===== src/design/sit_pkg.sv =====
`default_nettype none

package sit_pkg;

    // result status codes
    typedef enum logic [1:0] {
        ST_CROSS    = 2'd0,
        ST_SHARED   = 2'd1,
        ST_PARALLEL = 2'd2,
        ST_OUTSIDE  = 2'd3
    } status_t;

    localparam int STATUS_W  = 2;
    localparam int OUT_W     = 24;   // width of each rounded coordinate
    localparam int CAP_LOG   = 50;   // quotient magnitude clamp is 2^CAP_LOG
    localparam int VAL_W     = 52;   // signed width of the clamped quotient
    localparam int M_TDATA_W = 56;   // status + two coordinates, byte aligned

endpackage

`default_nettype wire


===== src/design/sit_back.sv =====
`default_nettype none

// rounding, clamp, bounds test and saturation, two register stages
module sit_back #(
    parameter int C     = 16,
    parameter int F     = 8,
    parameter int NUM_W = 59,
    parameter int M_W   = 34,
    parameter int SD_W  = 132
) (
    input  wire logic             aclk,
    input  wire logic             aresetn,
    input  wire logic             in_valid,
    output logic                  in_ready,
    input  wire logic [NUM_W-1:0] in_q_x,
    input  wire logic [NUM_W-1:0] in_q_y,
    input  wire logic [M_W-1:0]   in_rem_x,
    input  wire logic [M_W-1:0]   in_rem_y,
    input  wire logic [M_W-1:0]   in_den,
    input  wire logic [SD_W-1:0]  in_side,
    output logic                  out_valid,
    input  wire logic             out_ready,
    output logic [sit_pkg::M_TDATA_W-1:0] out_data
);

    localparam int VW   = sit_pkg::VAL_W;
    localparam int QR_W = NUM_W + 1;
    localparam int QE_W = (QR_W > VW) ? QR_W : VW;
    localparam logic [QE_W-1:0] CAP = QE_W'(1) << sit_pkg::CAP_LOG;
    localparam logic signed [VW-1:0] SAT_MAX = VW'((1 << (sit_pkg::OUT_W - 1)) - 1);
    localparam logic signed [VW-1:0] SAT_MIN = -VW'(1 << (sit_pkg::OUT_W - 1));

    logic                    v1_reg, v2_reg;
    logic                    rdy1, rdy2;
    logic signed [VW-1:0]    vx_reg, vy_reg;
    logic [SD_W-1:0]         side_reg;

    assign rdy2      = !v2_reg || out_ready;
    assign rdy1      = !v1_reg || rdy2;
    assign in_ready  = rdy1;
    assign out_valid = v2_reg;

    always_ff @(posedge aclk) begin
        if (!aresetn) begin
            v1_reg <= 1'b0;
            v2_reg <= 1'b0;
        end else begin
            if (rdy1) v1_reg <= in_valid;
            if (rdy2) v2_reg <= v1_reg;
        end
    end

    function automatic logic signed [VW-1:0] round_clamp(
        input logic [NUM_W-1:0] q,
        input logic [M_W-1:0]   rem,
        input logic [M_W-1:0]   den,
        input logic             neg
    );
        logic [QE_W-1:0] qe;
        logic [VW-1:0]   m;
        qe = QE_W'(q) + QE_W'({rem, 1'b0} >= {1'b0, den});
        if (qe > CAP) qe = CAP;
        m = qe[VW-1:0];
        return neg ? -$signed(m) : $signed(m);
    endfunction

    always_ff @(posedge aclk) begin
        if (rdy1 && in_valid) begin
            vx_reg   <= round_clamp(in_q_x, in_rem_x, in_den, in_side[8*C]);
            vy_reg   <= round_clamp(in_q_y, in_rem_y, in_den, in_side[8*C+1]);
            side_reg <= in_side;
        end
    end

    function automatic logic in_box(
        input logic signed [VW-1:0] v,
        input logic [C-1:0]         lo,
        input logic [C-1:0]         hi
    );
        logic signed [VW-1:0] l, h;
        l = (VW'($signed(lo)) <<< F) - VW'(1);
        h = (VW'($signed(hi)) <<< F) + VW'(1);
        return (v >= l) && (v <= h);
    endfunction

    function automatic logic [sit_pkg::OUT_W-1:0] sat(input logic signed [VW-1:0] v);
        logic signed [VW-1:0] s;
        s = (v > SAT_MAX) ? SAT_MAX : ((v < SAT_MIN) ? SAT_MIN : v);
        return s[sit_pkg::OUT_W-1:0];
    endfunction

    sit_pkg::status_t st_in, st_out;
    logic             in_bounds;
    logic [sit_pkg::OUT_W-1:0] ox, oy;

    always_comb begin
        st_in  = sit_pkg::status_t'(side_reg[8*C+2 +: sit_pkg::STATUS_W]);
        in_bounds = in_box(vx_reg, side_reg[0*C +: C], side_reg[1*C +: C]) &&
                    in_box(vx_reg, side_reg[2*C +: C], side_reg[3*C +: C]) &&
                    in_box(vy_reg, side_reg[4*C +: C], side_reg[5*C +: C]) &&
                    in_box(vy_reg, side_reg[6*C +: C], side_reg[7*C +: C]);
        ox = '0;
        oy = '0;
        case (st_in)
            sit_pkg::ST_CROSS: begin
                st_out = in_bounds ? sit_pkg::ST_CROSS : sit_pkg::ST_OUTSIDE;
                ox     = sat(vx_reg);
                oy     = sat(vy_reg);
            end
            default: st_out = st_in;
        endcase
    end

    always_ff @(posedge aclk) begin
        if (rdy2 && v1_reg) begin
            out_data <= sit_pkg::M_TDATA_W'({oy, ox, st_out});
        end
    end

endmodule

`default_nettype wire


===== config.mk =====
export PLATFORM = sky130hd
export DESIGN_NAME = sit_back
export DESIGN_NICKNAME = d
export VERILOG_FILES = /design/src/design/sit_pkg.sv /design/src/design/sit_back.sv
export SDC_FILE = /design/constraint.sdc
export NUM_CORES = 1
export LEC_CHECK = 0
export BUFFER_PORTS_ARGS = -buffer_cell sky130_fd_sc_hd__buf_2
export CORE_MARGIN = 5
export CORE_UTILIZATION = 40
export CTS_CLUSTER_DIAMETER = 60
export CTS_CLUSTER_SIZE = 40
export DETAILED_ROUTE_END_ITERATION = 10
export PLACE_DENSITY = 0.71
export SLEW_MARGIN = 15
export SYNTH_ARGS = -nofsm -noshare
export SYNTH_HDL_FRONTEND = slang
export SYNTH_SLANG_ARGS = --single-unit

===== constraint.sdc =====
create_clock -name aclk -period 15.7 [get_ports aclk]
set_input_delay 3.14 -clock aclk [delete_from_list [all_inputs] [get_ports aclk]]
set_output_delay 3.14 -clock aclk [all_outputs]
set_load 0.03 [all_outputs]

## Word-level counts from Yosys, hierarchy flattened

Cells that the tools add are included.

| storage, ports and cells | value |
|---|---|
| bits in writable memories | 0 |
| output and inout port bits | 58 |
| memories | 0 |
| register bits after elaboration | 288 |
| bits in latches | 0 |
| memory bits (read-only) | 0 |
| logic and storage cells | 66 |

| cells by class | value |
|---|---|
| reduce and logical (&&, ||, !) cells | 16 |
| muxes and demuxes | 12 |
| multipliers | 0 |
| magnitude comparators | 16 |
| div/mod/pow operators | 0 |
| add/subtract/negate cells | 12 |
| bitwise gates (word level) | 1 |
| eq/ne operators | 0 |
| shift operators | 0 |

Operator list:

| operator | count |
|---|---|
| $mux W52 | 6 |
| $ge A52 B25 Y1 | 4 |
| $le A52 B25 Y1 | 4 |
| $add A59 B1 Y60 | 2 |
| $gt A60 B51 Y1 const B | 2 |
| $gt A52 B24 Y1 const B | 2 |
| $lt A52 B24 Y1 const B | 2 |
| $neg A52 Y52 | 2 |
| $add A24 B2 Y25 const B | 4 |
| $sub A24 B2 Y25 const B | 4 |
| $ge A35 B34 Y1 | 2 |
| $mux W24 | 2 |
| $mux W23 | 2 |
| $logic_and A1 B1 Y1 | 9 |
| $mux W2 | 2 |
| $reduce_or A2 Y1 | 2 |
| $logic_not A1 Y1 | 2 |
| $logic_not A2 Y1 | 1 |
| $logic_or A1 B1 Y1 | 2 |
| $not A1 Y1 | 1 |

## Depth between registers and ports, before layout

| depth | value |
|---|---|
| word-level depth | 8 |
| mapped depth | 37 |

## Worst setup path after synthesis

Ideal clock, no wire load.

| path | value |
|---|---|
| path kind | input -> register |
| start | input in_den[1] |
| end | register vx_reg[50], data pin |
| path slack | 5294 ps |
| arrival time | 10149 ps |
| buffers on the path | 3 |
| cell stages on the path | 37 |
| path through | inv_1 > ha_1 > nor2b_1 > o21a_1 > o21a_1 > o21a_1 > o21a_1 > o21a_1 > o21ai_0 > nand2b_1 > a31oi_1 > o211ai_1 > ha_1 > ha_1 > clkbuf_1 > and2_0 > nand4_1 > nor2_1 > nand3_1 > nand4_1 > a211oi_1 > o21bai_1 > o31ai_4 > buf_2 > and3_1 > inv_1 > ha_1 > clkbuf_1 > o311a_1 > nand4_1 > a211oi_1 > o211ai_1 > nor3_1 > nand3_1 > or3_1 > o21a_1 > o22a_1 |

| between the ends | value |
|---|---|
| longest elaborated chain between the ends | 7 |

RTL lines:

| item | line | source |
|---|---|---|
| start: declaration | sit_back.sv:19 | `input wire logic [M_W-1:0] in_den,` |
| $ge A35 B34 Y1 * | sit_back.sv:61 | `qe = QE_W'(q) + QE_W'({rem, 1'b0} >= {1'b0, den});` |
| $add A59 B1 Y60 * | sit_back.sv:61 |  |
| $gt A60 B51 Y1 | sit_back.sv:62 | `if (qe > CAP) qe = CAP;` |
| $mux W52 * | sit_back.sv:62 |  |
| $mux W52 * | sit_back.sv:68 | `if (rdy1 && in_valid) begin` |
| $neg A52 Y52 | sit_back.sv:64 | `return neg ? -$signed(m) : $signed(m);` |
| $mux W52 * | sit_back.sv:64 |  |
| end signal: assignment | sit_back.sv:69 | `vx_reg <= round_clamp(in_q_x, in_rem_x, in_den, in_side[8*C]);` |
| end: declaration | sit_back.sv:35 | `logic signed [VW-1:0] vx_reg, vy_reg;` |

Mark *: on every way between the ends. The rest lies on a longest branch, timed or not. The select of a mux whose other input is x is not followed.
A chain may end at the register's enable or synchronous reset.

## Worst setup path in the final report

| path | value |
|---|---|
| start | input in_den[14] |
| end | register vx_reg[50], data pin |

The elaborated chain is that of the path after synthesis.

==> results by stage <==
Place:
- Before CTS, the worst setup slack after placement is 3496 ps.
- The wire-length estimate of the detail-placed layout is a little under 70000 um.
- In this run, placement finished with an instance count of around 4200.
- In this run the tool buffered the top-level ports with 407 buffer cells.
- The final weighted congestion in routability-driven placement is 0.9915.
- The total cell area at the placement stage is about 30000 um2.

Cells and area:
- The fill cell total of the finished layout is between 6000 and 7000.
- In the final layout, the share of cells above drive strength 1 is ~15%.
- The number of nets in the layout is 4112.
- The area added between synthesis and finish is 13.77%.
- The register with the most flip-flops in the layout has between 100 and 150 of them.
- Summing all flip-flop and latch instances after layout gives approximately 8600 um2.
- The footprint of the multi-input gates is between 15000 and 20000 um2.
- Cells fill between 40% and 50% of the core in the end.
- The cell area after layout is a little over 30000 um2.
- After the flow finishes, the layout carries non-filler instances totaling roughly 4200.

Power and ir drop:
- The relative contribution of combinational cells to total power is a little under a quarter.
- Power comes to around 2.1 mW.
- For this design the ratio of total power to cell area is approximately 66 nW/um2.
- The internal power is approximately 1.4 mW.
- Of the total power, the share spent switching nets is roughly a third.
- The clock power share is 32.4%.
- Summed over all nets, the switching power comes to roughly 0.65 mW.
- The proportion of power drawn by flip-flops and latches is between 40% and 50%.
- VDD sags by at most ~0.000077 V.
- The static leakage is roughly 13 nW.

Floorplan:
- In this run the vertical extent of the chip is around 270 um.
- The number of I/O pins is between 400 and 500.
- The effective utilization at floorplan is about two fifths.
- In this run the standard cell core region covers between 60000 and 70000 um2.
- The standard-cell row count is 95.
- The horizontal die dimension is about 270 um.
- The die outline area is 73710 um2.

STA:
- The number of hold violations in the final report came to 0.
- The maximum clock skew at final layout is 22.15 ps.
- The tightest hold margin is between 500 and 600 ps.
- The count of final max-slew check failures is 0.
- Setup repair after global routing left no endpoint under its margin.
- Once routing completed, OpenROAD measured the worst setup slack at between 3000 and 4000 ps.
- Setup violations remaining at the end of the flow were counted as 0.
- At the pin with the least slew margin, the transition time is around 1200 ps.
- In this run the tightest slew margin relative to its limit is 19.81%.
- The clock period could shrink to approximately 12000 ps.
- The summed negative setup slack over all endpoints is 0 ps.
- The highest clock frequency the design can meet is between 80 and 90 MHz.
- Dividing the final minimum period by the clock period gives about 75%.

Synthesis:
- Synthesis handed over a netlist of roughly 3000 instances.
- The mean cell area of the mapped netlist is between 9 and 10 um2.
- Counting instances in the post-synthesis netlist gives the leading cell types as sky130_fd_sc_hd__ha_1 (428), sky130_fd_sc_hd__edfxtp_1 (284), sky130_fd_sc_hd__nand2_1 (205), sky130_fd_sc_hd__nor2_1 (189), sky130_fd_sc_hd__a21oi_1 (187).
- By instance count, the leading cell after synthesis is sky130_fd_sc_hd__ha_1.
- The number of flops mapped to enable cells by yosys is 284.
- The register area share after synthesis is between 30 and 40%.
- In this run the biggest area consumer among cell types represents 31.18% of the synthesized area.
- After synthesis, the share of flip-flops with an asynchronous set or reset is 0%.
- The top cell type by total area after synthesis is sky130_fd_sc_hd__edfxtp_1.
- The number of library cell types mapped by synthesis is 84.
- The post-synthesis cell area is 27350 um2.
- The warning count from the yosys run is 0.
- By area the synthesized netlist is led by sky130_fd_sc_hd__edfxtp_1 (31%), sky130_fd_sc_hd__ha_1 (20%), sky130_fd_sc_hd__xnor2_1 (4.6%), sky130_fd_sc_hd__a21o_1 (3.6%), sky130_fd_sc_hd__nand4_1 (3.6%).
- The count of state elements after synthesis is between 200 and 300.
- In the synthesized netlist the dominant register cell turns out to be sky130_fd_sc_hd__edfxtp_1.

Status:
- The run finished with clean final reports.

Clocking:
- The number of gates resized after CTS is 0.
- The clock-pin slew on the worst setup and hold paths is approximately 90 ps.
- Clock tree synthesis selected as its root buffer the cell sky130_fd_sc_hd__clkbuf_16.
- Post-CTS timing repair inserted 0 buffers for setup.
- The number of buffers created by CTS is 25.
- The total of hold buffers inserted after clock tree synthesis is 0.
- Counting every sink on the clock net gives about 290.
- In this run the number of H-tree levels came out at 1.
- Clock latency on the worst-skew pair, taken at its later pin, is 560 ps.
- In this run the deepest clock path goes through 3 buffers.
- The TritonCTS clock tree is done.

Run:
- Max-cap violations in this run came to 0.

Routing:
- Before antenna repair, the detailed router went through 6 iterations.
- Dividing the detail-routed via count by the number of cells gives 5.928.
- The average wire length per cell after detail routing is roughly 21 um.
- In this run the remaining antenna-violating nets after routing total 0.
- After detailed routing, the number of remaining DRC violations is 0.
- The final layout contains routed wiring with a total length of approximately 87000 um.
- In this run, the number of DRC markers left after iteration 0 of detailed routing was 2229.
- The routed layout has around 25000 vias.

Critical path:
- The critical path's most frequent cell is sky130_fd_sc_hd__nand4_1.
- The critical path is of the input pin to flop type.
- The worst setup path is captured at a flop.
- STA classifies the critical path startpoint as an input pin.
- Data arrives at the worst endpoint at 12060 ps.
- The largest stage delay on the critical path is 710 ps.
- The top cell family by delay on the critical path is simple AND/OR/NAND/NOR gates.
- For the worst setup path, the data required time is roughly 16000 ps.
- The sum of buffers and inverters on the critical path is 2.
- The critical-path maximum fanout is 15.
- The worst-path cell with the longest stage delay is sky130_fd_sc_hd__nor3_1.

Min path:
- The min-delay analysis places its worst path in the category flop to flop.

Global route:
- The total overflow reported by the global router is 0.
- The global-route track usage on met2 is between 30% and 40%.
- The first-pass GRT wire length is around 130000 um.
- The total global routing track utilization is roughly 22%.
- The number of antenna violations at the first check in global routing was 13.
- The maximum number of pins on one net before global-route repair is slightly below 90.
- The routing usage on met3 is roughly 3.1%.
- After global routing, the most crowded layer is met2.
- The met1 track utilization from global routing is 30.28%.
- The number of global-route vias before repair is roughly 24000.
-- cell families after synthesis --
| logic type | synth area share (%) |
|---|---|
| AOI/OAI and AO/OA | 16.31 |
| other | 0.01371 |
| muxes | 0.6038 |
| xor gates and xnor gates | 7.045 |
| DFF | 31.33 |
| buffers and inverters | 3.756 |
| and+or+nand+nor | 21.37 |
| adders and majority gates | 19.58 |
-- cell type report --
cell class	count	share of cell area [%]
flip-flops and latches	286	27.53
clock inverters	18	0.8283
multi-input cells	2439	57.25
clock buffers	27	2.034
diodes	7	0.05629
well taps	873	3.510
inverters	152	1.833
repair buffers	424	6.956
-- metal layers --
metal | wire length (um) | up-vias
li1 | - | 12130
met1 | 37950 | 11680
met2 | 39990 | 1071
met3 | 6302 | 169
met4 | 2567 | 6
met5 | 38 | -
-- power by group through the flow --
stage               Clock [mW]  Combinational [mW]  Sequential (mW)
CTS                      0.679               0.462            0.927
global placement             0               0.452            0.943
detailed placement           0               0.459            0.943
finish                   0.667               0.465            0.928
floorplan                    0               0.289            0.944
global route             0.713               0.519            0.932
-- cell usage in the layout (no fill, tap or decap), types with 26 or more instances in the layout --
cell / Yosys / routed
sky130_fd_sc_hd__nand2b_1: 26 / 26
sky130_fd_sc_hd__inv_1: 152 / 152
sky130_fd_sc_hd__nand3_1: 109 / 109
sky130_fd_sc_hd__or3_1: 37 / 37
sky130_fd_sc_hd__buf_2: 16 / 407
sky130_fd_sc_hd__nand2_1: 205 / 205
sky130_fd_sc_hd__nor2_1: 189 / 187
sky130_fd_sc_hd__xor2_1: 77 / 77
sky130_fd_sc_hd__nor3_1: 97 / 97
sky130_fd_sc_hd__nor4_1: 78 / 78
sky130_fd_sc_hd__and3_1: 41 / 41
sky130_fd_sc_hd__o31ai_1: 30 / 29
sky130_fd_sc_hd__ha_1: 428 / 428
sky130_fd_sc_hd__nand4_1: 157 / 157
sky130_fd_sc_hd__a21o_1: 132 / 132
sky130_fd_sc_hd__a21oi_1: 187 / 185
sky130_fd_sc_hd__edfxtp_1: 284 / 284
sky130_fd_sc_hd__o21ai_0: 104 / 104
sky130_fd_sc_hd__xnor2_1: 143 / 143
-- final timing paths --
path	slack, ps	depth (start not counted)	startpoint	to
worst min-delay path	540	1	v1_reg	out_valid
worst max register to register	10030	18	side_reg[36]	out_data[0]
worst min register to register	540	1	v1_reg	out_valid
worst max-delay path	3960	33	in_den[14]	vx_reg[50]
Power figures use the tool's default switching activity.
