**src/design/sit_div_cell.sv**
```systemverilog
`default_nettype none

// one restoring division step for both coordinates, one quotient bit per cell
module sit_div_cell #(
    parameter int NUM_W = 59,
    parameter int M_W   = 34,
    parameter int SD_W  = 132
) (
    input  wire logic             aclk,
    input  wire logic             aresetn,
    input  wire logic             in_valid,
    output logic                  in_ready,
    input  wire logic [NUM_W-1:0] in_num_x,
    input  wire logic [NUM_W-1:0] in_num_y,
    input  wire logic [NUM_W-1:0] in_q_x,
    input  wire logic [NUM_W-1:0] in_q_y,
    input  wire logic [M_W-1:0]   in_rem_x,
    input  wire logic [M_W-1:0]   in_rem_y,
    input  wire logic [M_W-1:0]   in_den,
    input  wire logic [SD_W-1:0]  in_side,
    output logic                  out_valid,
    input  wire logic             out_ready,
    output logic [NUM_W-1:0]      out_num_x,
    output logic [NUM_W-1:0]      out_num_y,
    output logic [NUM_W-1:0]      out_q_x,
    output logic [NUM_W-1:0]      out_q_y,
    output logic [M_W-1:0]        out_rem_x,
    output logic [M_W-1:0]        out_rem_y,
    output logic [M_W-1:0]        out_den,
    output logic [SD_W-1:0]       out_side
);

    logic          valid_reg;
    logic [M_W:0]  sx, sy, tx, ty;
    logic          gx, gy;

    assign in_ready  = !valid_reg || out_ready;
    assign out_valid = valid_reg;

    always_comb begin
        sx = {in_rem_x, in_num_x[NUM_W-1]};
        sy = {in_rem_y, in_num_y[NUM_W-1]};
        gx = sx >= {1'b0, in_den};
        gy = sy >= {1'b0, in_den};
        tx = gx ? sx - {1'b0, in_den} : sx;
        ty = gy ? sy - {1'b0, in_den} : sy;
    end

    always_ff @(posedge aclk) begin
        if (!aresetn) valid_reg <= 1'b0;
        else if (in_ready) valid_reg <= in_valid;
    end

    always_ff @(posedge aclk) begin
        if (in_ready && in_valid) begin
            out_num_x <= in_num_x << 1;
            out_num_y <= in_num_y << 1;
            out_q_x   <= {in_q_x[NUM_W-2:0], gx};
            out_q_y   <= {in_q_y[NUM_W-2:0], gy};
            out_rem_x <= tx[M_W-1:0];
            out_rem_y <= ty[M_W-1:0];
            out_den   <= in_den;
            out_side  <= in_side;
        end
    end

endmodule

`default_nettype wire

```
**config.mk**
```make
export PLATFORM = sky130hd
export DESIGN_NAME = sit_div_cell
export DESIGN_NICKNAME = d
export VERILOG_FILES = /design/src/design/sit_div_cell.sv
export SDC_FILE = /design/constraint.sdc
export NUM_CORES = 1
export LEC_CHECK = 0
export BUFFER_PORTS_ARGS = -buffer_cell sky130_fd_sc_hd__buf_2
export CAP_MARGIN = 15
export CORE_AREA = 2 2 366 368
export CTS_CLUSTER_SIZE = 8
export DETAILED_ROUTE_END_ITERATION = 12
export DIE_AREA = 0 0 368 370
export PLACE_DENSITY = 0.3
export SYNTH_ARGS = -nofsm -noshare
export SYNTH_HDL_FRONTEND = slang
export SYNTH_SLANG_ARGS = --single-unit
```
**constraint.sdc**
```tcl
create_clock -name aclk -period 22.5 [get_ports aclk]
set_clock_uncertainty 0.1 [all_clocks]
set_input_delay 4.5 -clock aclk [delete_from_list [all_inputs] [get_ports aclk]]
set_output_delay 4.5 -clock aclk [all_outputs]
set_load 0.1 [all_outputs]
```
### After elaboration in Yosys (flattened, before gate mapping)

Cells that the tools add are included.

| storage, ports and cells | value |
|---|---|
| flip-flop bits (word level) | 469 |
| bits of input ports | 474 |
| output and inout bits | 472 |
| logic and storage cells | 18 |

| operators by class | value |
|---|---|
| $lt $le $gt $ge | 2 |
| add/subtract/negate cells | 2 |
| reductions and logical operators | 3 |
| mux-type cells | 2 |

Operators with widths:

| operator | number |
|---|---|
| 35-bit by 34-bit >= comparator with 1-bit output | 2 |
| 34-bit 2-to-1 mux | 2 |
| 34-bit subtractor | 2 |
| 1-bit logical AND | 1 |
| 1-bit logical NOT | 1 |
| 1-bit logical OR | 1 |

### Logic depth before layout (Yosys ltp)

Gate-level depths: netlist (run 1).

| logic depth | value |
|---|---|
| depth after elaboration | 3 |
| depth in mapped cells | 13 |
| depth with buffers taken out | 12 |

### Worst setup path before layout (run 1)

No wires, ideal clock.

| timing | value |
|---|---|
| path kind | input -> register |
| start | input port out_ready |
| end | register out_den[0] (enable) |
| required time | 21.511 ns |
| slack | 5.581 ns |
| stages on the path | 2 |
| path buffers | 0 |
| arrival | 15.931 ns |
| library setup time | 0.889 ns |
| cells stage by stage | nand2b_1 and2_1 |

| between the ends | value |
|---|---|
| word-level cells in the longest chain between the ends | 2 |

RTL lines:

| element | line | text |
|---|---|---|
| from (decl) | 22 | `input wire logic out_ready,` |
| 1-bit logical OR | 37 | `assign in_ready = !valid_reg \|\| out_ready;` |
| 1-bit logical AND | 55 | `if (in_ready && in_valid) begin` |
| to (signal assigned) | 62 | `out_den <= in_den;` |
| to (decl) | 29 | `output logic [M_W-1:0] out_den,` |

No other way between the ends.
A chain may end at the register's enable or synchronous reset.

### Final worst setup path (run 1)

| timing | value |
|---|---|
| start | input port out_ready |
| end | output port in_ready |

| between the ends | value |
|---|---|
| word-level cells in the longest chain between the ends | 1 |

RTL lines:

| element | line | text |
|---|---|---|
| 1-bit logical OR | 37 |  |
| to (decl) | 12 | `output logic in_ready,` |

No other way between the ends.

==> flow_summary_export.csv, run 1 <==
group,metric,value,unit
status,outcome,"finished, final reports clean",
drt,post_drt_wl_per_cell,26.69,µm
die,die_h,370,µm
drt,drcViolationCount,0,
cts,cts_max_path_buffers,3,
sta,rsz0062_at_grt,"false",
global_routing,grt_pass1_wl,137400,µm
min_path,hold_class,"register to register",
critical_path,cp_slowest_cell,"buf_2",
run,cap_violations,0,
synthesis,ys_ff_latch,469,
global_routing,busiest_layer,"met2",
place,place.gp.congestion,0.8454,
place,hpwl,89030,µm
critical_path,crit_buf_inv,2,
critical_path,start_kind,"input pin",
drt,postRouteAntennaNets,0,
critical_path,worstReg2RegEnd,"out_rem_y[9]$_DFFE_PP_",
synthesis,synth_seq_area_share,74.16,%
drt,first_pass_iters,6,
cts,clock-sinks,469,
drt,viasPerCell,3.709,
sta,whs,0.4567,ns
synthesis,synth_area_leaders,"edfxtp_1 (74%), ha_1 (4.5%), mux2_2 (2.6%)",
cts,cts_max_level,3,
cells_and_area,area_delta_synth_final,47.26,%
critical_path,cp_cell_sequence,"buf_2 -> nand2b_1 -> buf_2",
synthesis,ys_warn_count,0,
synthesis,synthFlopType,"edfxtp_1",
sta,tightest_slew,0.9160,ns
place,io_buffers,941,
critical_path,crit_fanout,3,
critical_path,cp_common_cell,"buf_2",
synthesis,avgSynthCellArea,16.01,µm²
cts,cts_setup_buffers,0,
die,die_w,368,µm
cts,numCtsBuffers,71,
min_path,hold_end,"out_valid$_SDFFE_PN0N_",
cts,cts_resized,0,
die,io-pin-count,946,
sta,finalMaxSlewViolations,0,
cells_and_area,fillers,14450,
critical_path,cp_data_arrival_time,5.14,ns
critical_path,r2r_cells,5,
pwr,power.density,101.0,mW/mm²
cts,cts_root_buf,"clkbuf_16",
sta,max_freq,102.7,MHz
sta,fin_crit,9.740,ns
critical_path,ff2ff_setup_slack,19.11,ns
die,rows,134,
global_routing,use_met1,15.30,%
global_routing,antenna_found_initial,98,
sta,max_slew_margin,38.14,%
critical_path,required,17.90,ns
cts,clock_latency,0.66,ns
critical_path,setup.worst_path.class,"input pin to output pin",
synthesis,synth_edf_count,468,
cts,postCtsHoldBufs,0,
sta,finalSetupViolations,0,
pwr,ir_drop,0.00004155,V
die,core,0.1325,mm²
synthesis,ys_types,69,
synthesis,synth.cell_area,0.01898,mm²
global_routing,grtUsageMet3,6.603,%
die,start_util,14.33,%
global_routing,track_usage,15.04,%
pwr,p_leak,11.56,nW
die,fp.dieArea,0.1362,mm²
critical_path,crit_family,"buffers and inverters",
cells_and_area,layout-drive-gt1-share,49.46,%
sta,final.setup.tns,0,ns
cts,cts.clk_slew.worst_paths,0.05,ns
synthesis,synthCells,1185,
global_routing,overflow,0,
synthesis,synth_top_area_share,74.06,%
drt,drt_iter0_drc,881,
min_path,worstHoldStart,"out_valid$_SDFFE_PN0N_",
global_routing,grt_pass1_vias,15220,
critical_path,cp-end-kind,"output pin",
cts,cts_tree,"built",
critical_path,r2r-start,"out_valid$_SDFFE_PN0N_",
sta,hold_violations,0,
synthesis,async_reset_ff_share,0,%
critical_path,cpPeakStageDelay,0.44,ns
sta,post-route-period-util,43.29,%
synthesis,synth.largest_area_cell,"edfxtp_1",
global_routing,grt_max_degree,75,
drt,wl,106400,µm
cells_and_area,layout.nets,2730,
drt,num_vias,14790,
global_routing,gr-usage-met2,27.71,%
min_path,min_delay_path_depth,2,
==> synth_stat cells, drive strengths merged (3+ instances only) <==
library cell	number
o21bai	9
mux2i	5
o31ai	3
nand4	12
or3	3
and3	7
o21a	7
nand3	16
or2	5
nor4	5
and2	6
o21ai	35
a31o	5
nor2b	7
edfxtp	468
clkbuf	17
xnor2	33
nor2	65
a21oi	87
o211ai	8
ha	68
mux2	44
buf	10
o311ai	4
nand2b	7
a31oi	10
a21o	38
nor3	13
a211oi	7
a2111oi	6
and4	3
a21boi	3
nand2	54
o311a	4
inv	60
xor2	18
==> cell type report <==
class	count	area, µm²	share of cell area, %
Sequential cell	469	14070	50.36
Timing Repair Buffer	954	4827	17.27
Multi-Input combinational cell	630	4547	16.27
Tap cell	1768	2212	7.916
Clock buffer	86	1854	6.635
Inverter	60	225.2	0.8059
Clock inverter	15	193.9	0.6940
Antenna cell	5	12.51	0.04477
==> registers in the layout, indices dropped and copies added (netlist names) <==
register and cells:
out_rem_y 34, out_valid 1, out_side 132, out_den 34
out_num_x 58, out_q_x 59, out_rem_x 34, out_q_y 59
out_num_y 58
==> worst min-delay path: stages (launching register included) <==
cell	delay, ns
dfxtp_1	0.32
nand2b_1	0.10
a21boi_0	0.08
==> worst max-delay path by stage <==
| stage | from | slack [ns] | cells past startpoint | endpoint |
|---|---|---|---|---|
| after floorplan | out_ready | 5.58 | 2 | out_den[0]$_DFFE_PP_ |
| after global placement | out_ready | 12.74 | 3 | in_ready |
| after detailed placement | out_ready | 12.75 | 3 | in_ready |
| after CTS | out_ready | 12.75 | 3 | in_ready |
| after global routing | out_ready | 12.71 | 3 | in_ready |
| final | out_ready | 12.76 | 3 | in_ready |
==> stage by stage <==
stage	power (W)	setup WS (ns)	instances	util (%)	cell area, µm²
CTS	0.002889	12.75	3981	21.07	27910
global route	0.002938	12.71	3982	21.09	27930
floorplan	0.001658	5.581	1186	-	18980
finish	0.002821	12.76	3987	21.10	27950
detailed placement	0.001827	12.75	3880	19.52	25860
global placement	0.001829	12.74	3880	19.52	25860
==> placed cells by master (no fill, tap or decap), types with 6 or more instances in the layout <==
master	instances
nand4_1	12
nand3_1	16
mux2_2	44
nand2_1	54
nor2_1	65
clkbuf_16	72
clkbuf_1	14
buf_2	941
xor2_1	18
o211ai_1	8
a21o_1	38
clkinv_1	7
inv_1	59
a31oi_1	8
buf_4	12
nand2b_1	7
and3_1	7
a21oi_1	87
nor2b_1	7
o21a_1	7
o21ai_0	33
ha_1	68
nor3_1	13
xnor2_1	33
a211oi_1	6
edfxtp_1	468
o21bai_1	9
==> cell families (layout without fill, tap and decap cells) <==
family	Yosys count	in the layout	synth area share (%)
buffers and inverters	87	1115	1.912
adder cells (fa/ha/maj)	70	70	4.694
AND/OR/NAND/NOR	210	210	5.288
other	1	7	0.01976
multiplexers	49	49	2.875
XOR/XNOR	51	51	2.354
AO/OA/AOI/OAI	248	248	8.697
flip-flops	469	469	74.16
==> layer usage <==
metal	up-vias	wire length, µm
li1	6575	-
met1	7259	37230
met2	679	55730
met3	213	10450
met4	60	2630
met5	-	380
==> report_power, final <==
group	internal [W]	switching, W
clock	0.000593	0.000426
sequential	0.00104	0.0000174
combinational	0.000136	0.000608
total	0.00177	0.00105
No activity file was read; power rests on OpenSTA's default activity.
==> run 2: changes to the inputs <==
- CORE_AREA: 2 2 366 368 -> 2 2 370 372
- DIE_AREA: 0 0 368 370 -> 0 0 372 374
- clock period: 22.5 -> 9.5 ns (I/O delays scaled with it)
==> run 2 against run 1 <==
Via count is 0.65% lower. Critical path depth is 9 higher. Cell count is 0.70% higher. Utilization is 0.33 points lower. Die area is 2.2% higher. First-iteration DRC count is 16% lower. Sequential cell count stayed put. Largest cell class unchanged. Largest power group unchanged.
==> flow_summary_export.csv, run 2 (synthesis results as in run 1) <==
group,metric,value,unit
global_routing,track_usage,14.36,%
drt,wl_met1,34510,µm
drt,wl_met2,54650,µm
critical_path,crit_buf_inv,3,
pwr,p_leak,11.56,nW
critical_path,start_kind,"input pin",
cts,clock-sinks,469,
cts,cts_tree,"built",
status,outcome,"finished, final reports clean",
drt,postRouteAntennaNets,0,
run,cap_violations,0,
drt,first_pass_iters,6,
cts,cts.clk_slew.worst_paths,0.05,ns
die,start_util,14.06,%
drt,post_drt_wl_per_cell,25.99,µm
global_routing,overflow,0,
cells_and_area,layout-drive-gt1-share,49.37,%
sta,finalSetupViolations,0,
cts,cts_root_buf,"clkbuf_16",
cells_and_area,largest_reg_flops,132,
drt,drcViolationCount,0,
sta,rsz0062_at_grt,"false",
critical_path,crit_family,"compound AO/OA/AOI/OAI gates",
sta,fin_crit,5.457,ns
pwr,ir_drop,0.0001062,V
place,io_buffers,941,
global_routing,grt_pass1_vias,15130,
sta,max_slew_margin,23.37,%
die,fp.dieArea,0.1391,mm²
cts,numCtsBuffers,72,
cells_and_area,reg.largest.list,"out_side (132), out_q_x (59), out_q_y (59)",
die,die_h,374,µm
sta,post-route-period-util,57.45,%
sta,final.setup.tns,0,ns
global_routing,grt_pass1_wl,133800,µm
cts,cts_max_path_buffers,3,
cells_and_area,instances_no_fill,4015,
sta,whs,0.5032,ns
place,place.gp.congestion,0.8234,
cells_and_area,final_cell_mix,"buf_2 (941), edfxtp_1 (468), a21oi_1 (87)",
sta,finalMaxSlewViolations,0,
sta,max_freq,183.2,MHz
critical_path,cp_slowest_cell,"a2111oi_0",
cells_and_area,layout.nets,2725,
sta,tightest_slew,1.139,ns
critical_path,crit_fanout,31,
cells_and_area,regMostFlops,"out_side",
drt,top_layer_used,"met5",
place,placed_cell_area,0.02587,mm²
drt,met3_length,9931,µm
critical_path,cp_cell_sequence,"buf_2 -> inv_1 -> ha_1 -> nand4_1 -> a2111oi_0 -> o211ai_1 -> a31oi_1 -> a211o_2 -> a21o_1 -> a31oi_4 -> buf_4 -> mux2_2",
die,core,0.1350,mm²
critical_path,required,9.80,ns
drt,viasPerCell,3.659,
critical_path,cp_data_arrival_time,5.75,ns
cts,cts_setup_buffers,0,
cts,cts_max_level,3,
cells_and_area,final_area,0.02803,mm²
critical_path,cpPeakStageDelay,0.63,ns
cells_and_area,layout_commonest_cell,"buf_2",
drt,wl,104300,µm
cts,clock_latency,0.66,ns
die,io-pin-count,946,
drt,num_vias,14690,
drt,drt_iter0_drc,744,
die,rows,135,
pwr,power.density,239.9,mW/mm²
global_routing,antenna_found_initial,90,
cts,postCtsHoldBufs,0,
cells_and_area,area_delta_synth_final,47.68,%
critical_path,cp-end-kind,"register",
global_routing,grt_max_degree,156,
place,hpwl,86740,µm
critical_path,setup.worst_path.class,"input pin to register",
sta,hold_violations,0,
min_path,hold_class,"register to register",
cts,cts_resized,0,
place,placed_cells,3888,
die,die_w,372,µm
[run 2: worst register-to-register path: stages, from the launching register on]
cell and delay, ns:
dfxtp_1 0.34, nand2b_1 0.12, and2_4 0.60, buf_12 0.70
[run 2: cell type report]
class / instances / area, µm²
Multi-Input combinational cell: 630 / 4547
Inverter: 60 / 225.2
Sequential cell: 469 / 14070
Tap cell: 1781 / 2228
Timing Repair Buffer: 948 / 4800
Fill cell: 14660 / 106900
Antenna cell: 20 / 50.05
Clock inverter: 16 / 219.0
Clock buffer: 91 / 1883
[run 2: path summary, 6_finish.rpt]
kind / startpoint / end / slack (ns) / cells after the start
max reg2reg: out_valid$_SDFFE_PN0N_ / out_rem_y[10]$_DFFE_PP_ / 7.00 / 3
min: out_valid$_SDFFE_PN0N_ / out_valid$_SDFFE_PN0N_ / 0.50 / 2
min reg2reg: out_valid$_SDFFE_PN0N_ / out_valid$_SDFFE_PN0N_ / 0.50 / 2
max: in_den[14] / out_rem_y[10]$_DFFE_PP_ / 4.04 / 12
[run 2: through the flow]
| step | worst slack (ns) | power (W) | utilization, % |
|---|---|---|---|
| after floorplan | 0.3736 | 0.003898 | - |
| after global placement | 3.299 | 0.004334 | 19.17 |
| after detailed placement | 3.255 | 0.004329 | 19.17 |
| after CTS | 4.003 | 0.006878 | 20.73 |
| after global routing | 3.935 | 0.007004 | 20.75 |
| final | 4.043 | 0.006725 | 20.77 |
[run 2: power by group]
part           internal (W)  switching, W  total (W)
Combinational      0.000322       0.00144    0.00176
Sequential          0.00247     0.0000425    0.00251
Clock               0.00145       0.00101    0.00246
Total               0.00423       0.00249    0.00672
[run 2: metal layers]
metal  up-vias  GRT usage [%]
li1       6601              -
met1      7103          13.77
met2       717          26.44
met3       213          5.610
met4        56          6.939
met5         -              0
==> run 3: changes to the inputs <==
- ABC_AREA: default -> 1
- CORE_AREA: 2 2 370 372 -> 2 2 365 367
- DIE_AREA: 0 0 372 374 -> 0 0 367 369
- PLACE_DENSITY: 0.3 -> 0.32
- clock period: 9.5 -> 4.4 ns (I/O delays scaled with it)
==> run 3 against run 2 <==
Global-route usage up 3.2 points. Non-clock buffer count is 6 higher. Sequential share of layout area down 2.1 points. Sequential cell count unchanged. Die area down 2.7%. Count of clock-buffer cells in the layout is 9 lower. Synthesized cell count rose by 46%. Clock power is 120% higher. Register-to-register slack worse by 4.5 ns. Critical path depth rose by 2. Via count is 15% higher. Highest routed layer unchanged.
==> flow_summary_export.csv, run 3 <==
group,metric,value,unit
cells_and_area,layout-drive-gt1-share,39.54,%
cells_and_area,area_delta_synth_final,45.45,%
critical_path,crit_family,"simple AND/OR/NAND/NOR gates",
drt,viasPerCell,3.721,
run,cap_violations,0,
critical_path,setup.worst_path.class,"input pin to register",
sta,final.setup.tns,0,ns
die,io-pin-count,946,
global_routing,antenna_found_initial,99,
cts,cts.clk_slew.worst_paths,0.05,ns
synthesis,synthCells,1726,
critical_path,ff2ff_setup_slack,2.55,ns
sta,finalSetupViolations,0,
synthesis,synth_most_common_cell,"nand2_1",
die,start_util,15.34,%
synthesis,synth_seq_area_share,69.95,%
sta,rsz0062_at_grt,"false",
place,placed_cells,4422,
sta,max_slew_margin,51.25,%
critical_path,crit_fanout,33,
status,outcome,"finished, final reports clean",
critical_path,r2r_cells,3,
cells_and_area,layout_commonest_cell,"buf_2",
cells_and_area,fillers,14580,
min_path,min_delay_path_depth,1,
pwr,p_leak,13.28,nW
synthesis,synth_top_area_share,69.86,%
cts,clock-sinks,469,
min_path,worstHoldStart,"in_num_y[39]",
global_routing,grt_pass1_vias,17030,
cts,cts_max_path_buffers,3,
synthesis,synth.cell_area,0.02012,mm²
cells_and_area,largest_reg_flops,132,
sta,max_freq,336.3,MHz
global_routing,grt_pass1_wl,156800,µm
synthesis,avgSynthCellArea,11.66,µm²
drt,num_vias,16920,
critical_path,crit_buf_inv,4,
drt,drcViolationCount,0,
min_path,hold_end,"out_num_y[40]$_DFFE_PP_",
critical_path,r2r-start,"out_valid$_SDFFE_PN0N_",
die,fp.dieArea,0.1354,mm²
critical_path,cp_cell_sequence,"buf_2 -> inv_1 -> ha_1 -> nand2_2 -> inv_1 -> a21oi_1 -> nand2_1 -> a21oi_1 -> nand2_2 -> nand2_4 -> nand2_8 -> inv_4 -> nand2_1 -> nand2_1",
synthesis,ys_warn_count,0,
sta,setup_ws,1.427,ns
place,io_buffers,941,
sta,hold_violations,0,
critical_path,cp_common_cell,"nand2_1",
cts,cts_tree,"built",
cells_and_area,layout.nets,3285,
synthesis,ys_types,32,
place,pre_cts_ws,0.7301,ns
synthesis,synth_area_leaders,"edfxtp_1 (70%), nand2_1 (10%), ha_1 (4.2%)",
sta,finalMaxSlewViolations,0,
synthesis,ys_ff_latch,469,
global_routing,grt_max_degree,110,
critical_path,start_kind,"input pin",
pwr,ir_drop,0.0002496,V
cts,cts_max_level,3,
cts,clock_latency,0.65,ns
cells_and_area,multi_input_area,0.005022,mm²
place,hpwl,105100,µm
cts,cts_setup_buffers,0,
die,die_h,369,µm
drt,postRouteAntennaNets,0,
critical_path,cp_slowest_cell,"ha_1",
pwr,power.density,502.1,mW/mm²
cts,cts_resized,0,
min_path,hold_class,"input pin to register",
cells_and_area,regMostFlops,"out_side",
cts,cts_root_buf,"clkbuf_16",
cells_and_area,final_cell_mix,"buf_2 (941), nand2_1 (562), edfxtp_1 (468)",
synthesis,async_reset_ff_share,0,%
global_routing,track_usage,17.53,%
synthesis,synth_common_cells,"nand2_1 (562), edfxtp_1 (468), inv_1 (222)",
synthesis,synth_edf_count,468,
global_routing,overflow,0,
die,core,0.1311,mm²
synthesis,synth.largest_area_cell,"edfxtp_1",
drt,first_pass_iters,5,
drt,wl,122900,µm
cells_and_area,seq_area,0.01407,mm²
sta,post-route-period-util,67.57,%
cts,postCtsHoldBufs,0,
sta,tightest_slew,0.7312,ns
critical_path,cp-end-kind,"register",
sta,whs,0.2754,ns
die,die_w,367,µm
place,place.gp.congestion,0.8518,
cells_and_area,reg.largest.list,"out_side (132), out_q_x (59), out_q_y (59)",
drt,post_drt_wl_per_cell,27.04,µm
die,rows,133,
sta,fin_crit,2.973,ns
drt,drt_iter0_drc,1182,
critical_path,cpPeakStageDelay,0.41,ns
critical_path,required,4.83,ns
critical_path,cp_data_arrival_time,3.40,ns
critical_path,worstReg2RegEnd,"out_num_x[36]$_DFFE_PP_",
synthesis,synthFlopType,"edfxtp_1",
cts,numCtsBuffers,72,
cells_and_area,instances_no_fill,4546,
## run 3: cell count changes in the layout (fill, tap and decap cells not counted), sizes merged, moves of 8 or more
cell    delta
o211ai     -8
nor2      +46
nand2    +529
mux2      -44
nand3b     +9
inv      +179
clkbuf     -9
xor2      +14
a21o      -38
xnor2     -29
a21oi     -29
a31oi     -10
nand3     +61
## run 3: stage by stage
| stage | power (W) | cell area (µm²) | utilization, % |
|---|---|---|---|
| 2_1_floorplan | 0.008430 | 20140 | - |
| 3_3_place_gp | 0.009456 | 27060 | 20.64 |
| 3_5_place_dp | 0.009447 | 27060 | 20.64 |
| 4_1_cts | 0.01498 | 29190 | 22.26 |
| 5_1_grt | 0.01528 | 29250 | 22.30 |
| 6_report | 0.01469 | 29260 | 22.31 |
## run 3: layout make-up
| type | count | area share [%] |
|---|---|---|
| Inverter | 240 | 3.121 |
| Clock buffer | 82 | 6.286 |
| Clock inverter | 15 | 0.9963 |
| Timing Repair Buffer | 954 | 16.60 |
| Sequential cell | 469 | 48.10 |
| Multi-Input combinational cell | 1004 | 17.16 |
| Tap cell | 1755 | 7.504 |
| Antenna cell | 27 | 0.2309 |
## run 3: kinds of logic after synthesis
group,Yosys count,synth area share (%)
AND/OR/NAND/NOR,804,16.47
flip-flops,469,69.95
buffers and inverters,254,5.156
other,1,0.01864
adder cells (fa/ha/maj),70,4.428
AO/OA/AOI/OAI,92,2.407
XOR/XNOR,36,1.567
## run 3: metal layers
metal  up-vias  share of wire [%]  global-route usage (%)
met5         -               0.29                       0
met4        54                3.5                   6.211
met3       206                9.7                   7.160
met2       751                 52                   32.37
met1      8102                 34                   17.59
li1       7803                  -                       -
## run 3: where the power goes
group / internal, W / total [W] / switching [W]
clock: 0.00316 / 0.00539 / 0.00223
sequential: 0.00531 / 0.00541 / 0.0000916
combinational: 0.000630 / 0.00390 / 0.00327
## run 3: worst max path at each step
| stage | from | end | slack, ns | cells past startpoint |
|---|---|---|---|---|
| after floorplan | out_ready | out_den[0]$_DFFE_PP_ | -4.69 | 2 |
| after global routing | in_den[22] | out_rem_y[24]$_DFFE_PP_ | 1.25 | 14 |
| after detailed placement | in_den[26] | out_rem_y[24]$_DFFE_PP_ | 0.73 | 14 |
| after CTS | in_den[26] | out_rem_y[24]$_DFFE_PP_ | 1.46 | 14 |
| after global placement | in_den[26] | out_rem_x[5]$_DFFE_PP_ | 0.73 | 14 |
| final | in_den[26] | out_rem_x[5]$_DFFE_PP_ | 1.43 | 14 |
## run 3: worst register-to-register path, delay by kind of cell, from the launching register on
family	cells	cell delay, ns
flops	1	0.33
buf+inv	2	0.73
compound gates	1	0.12
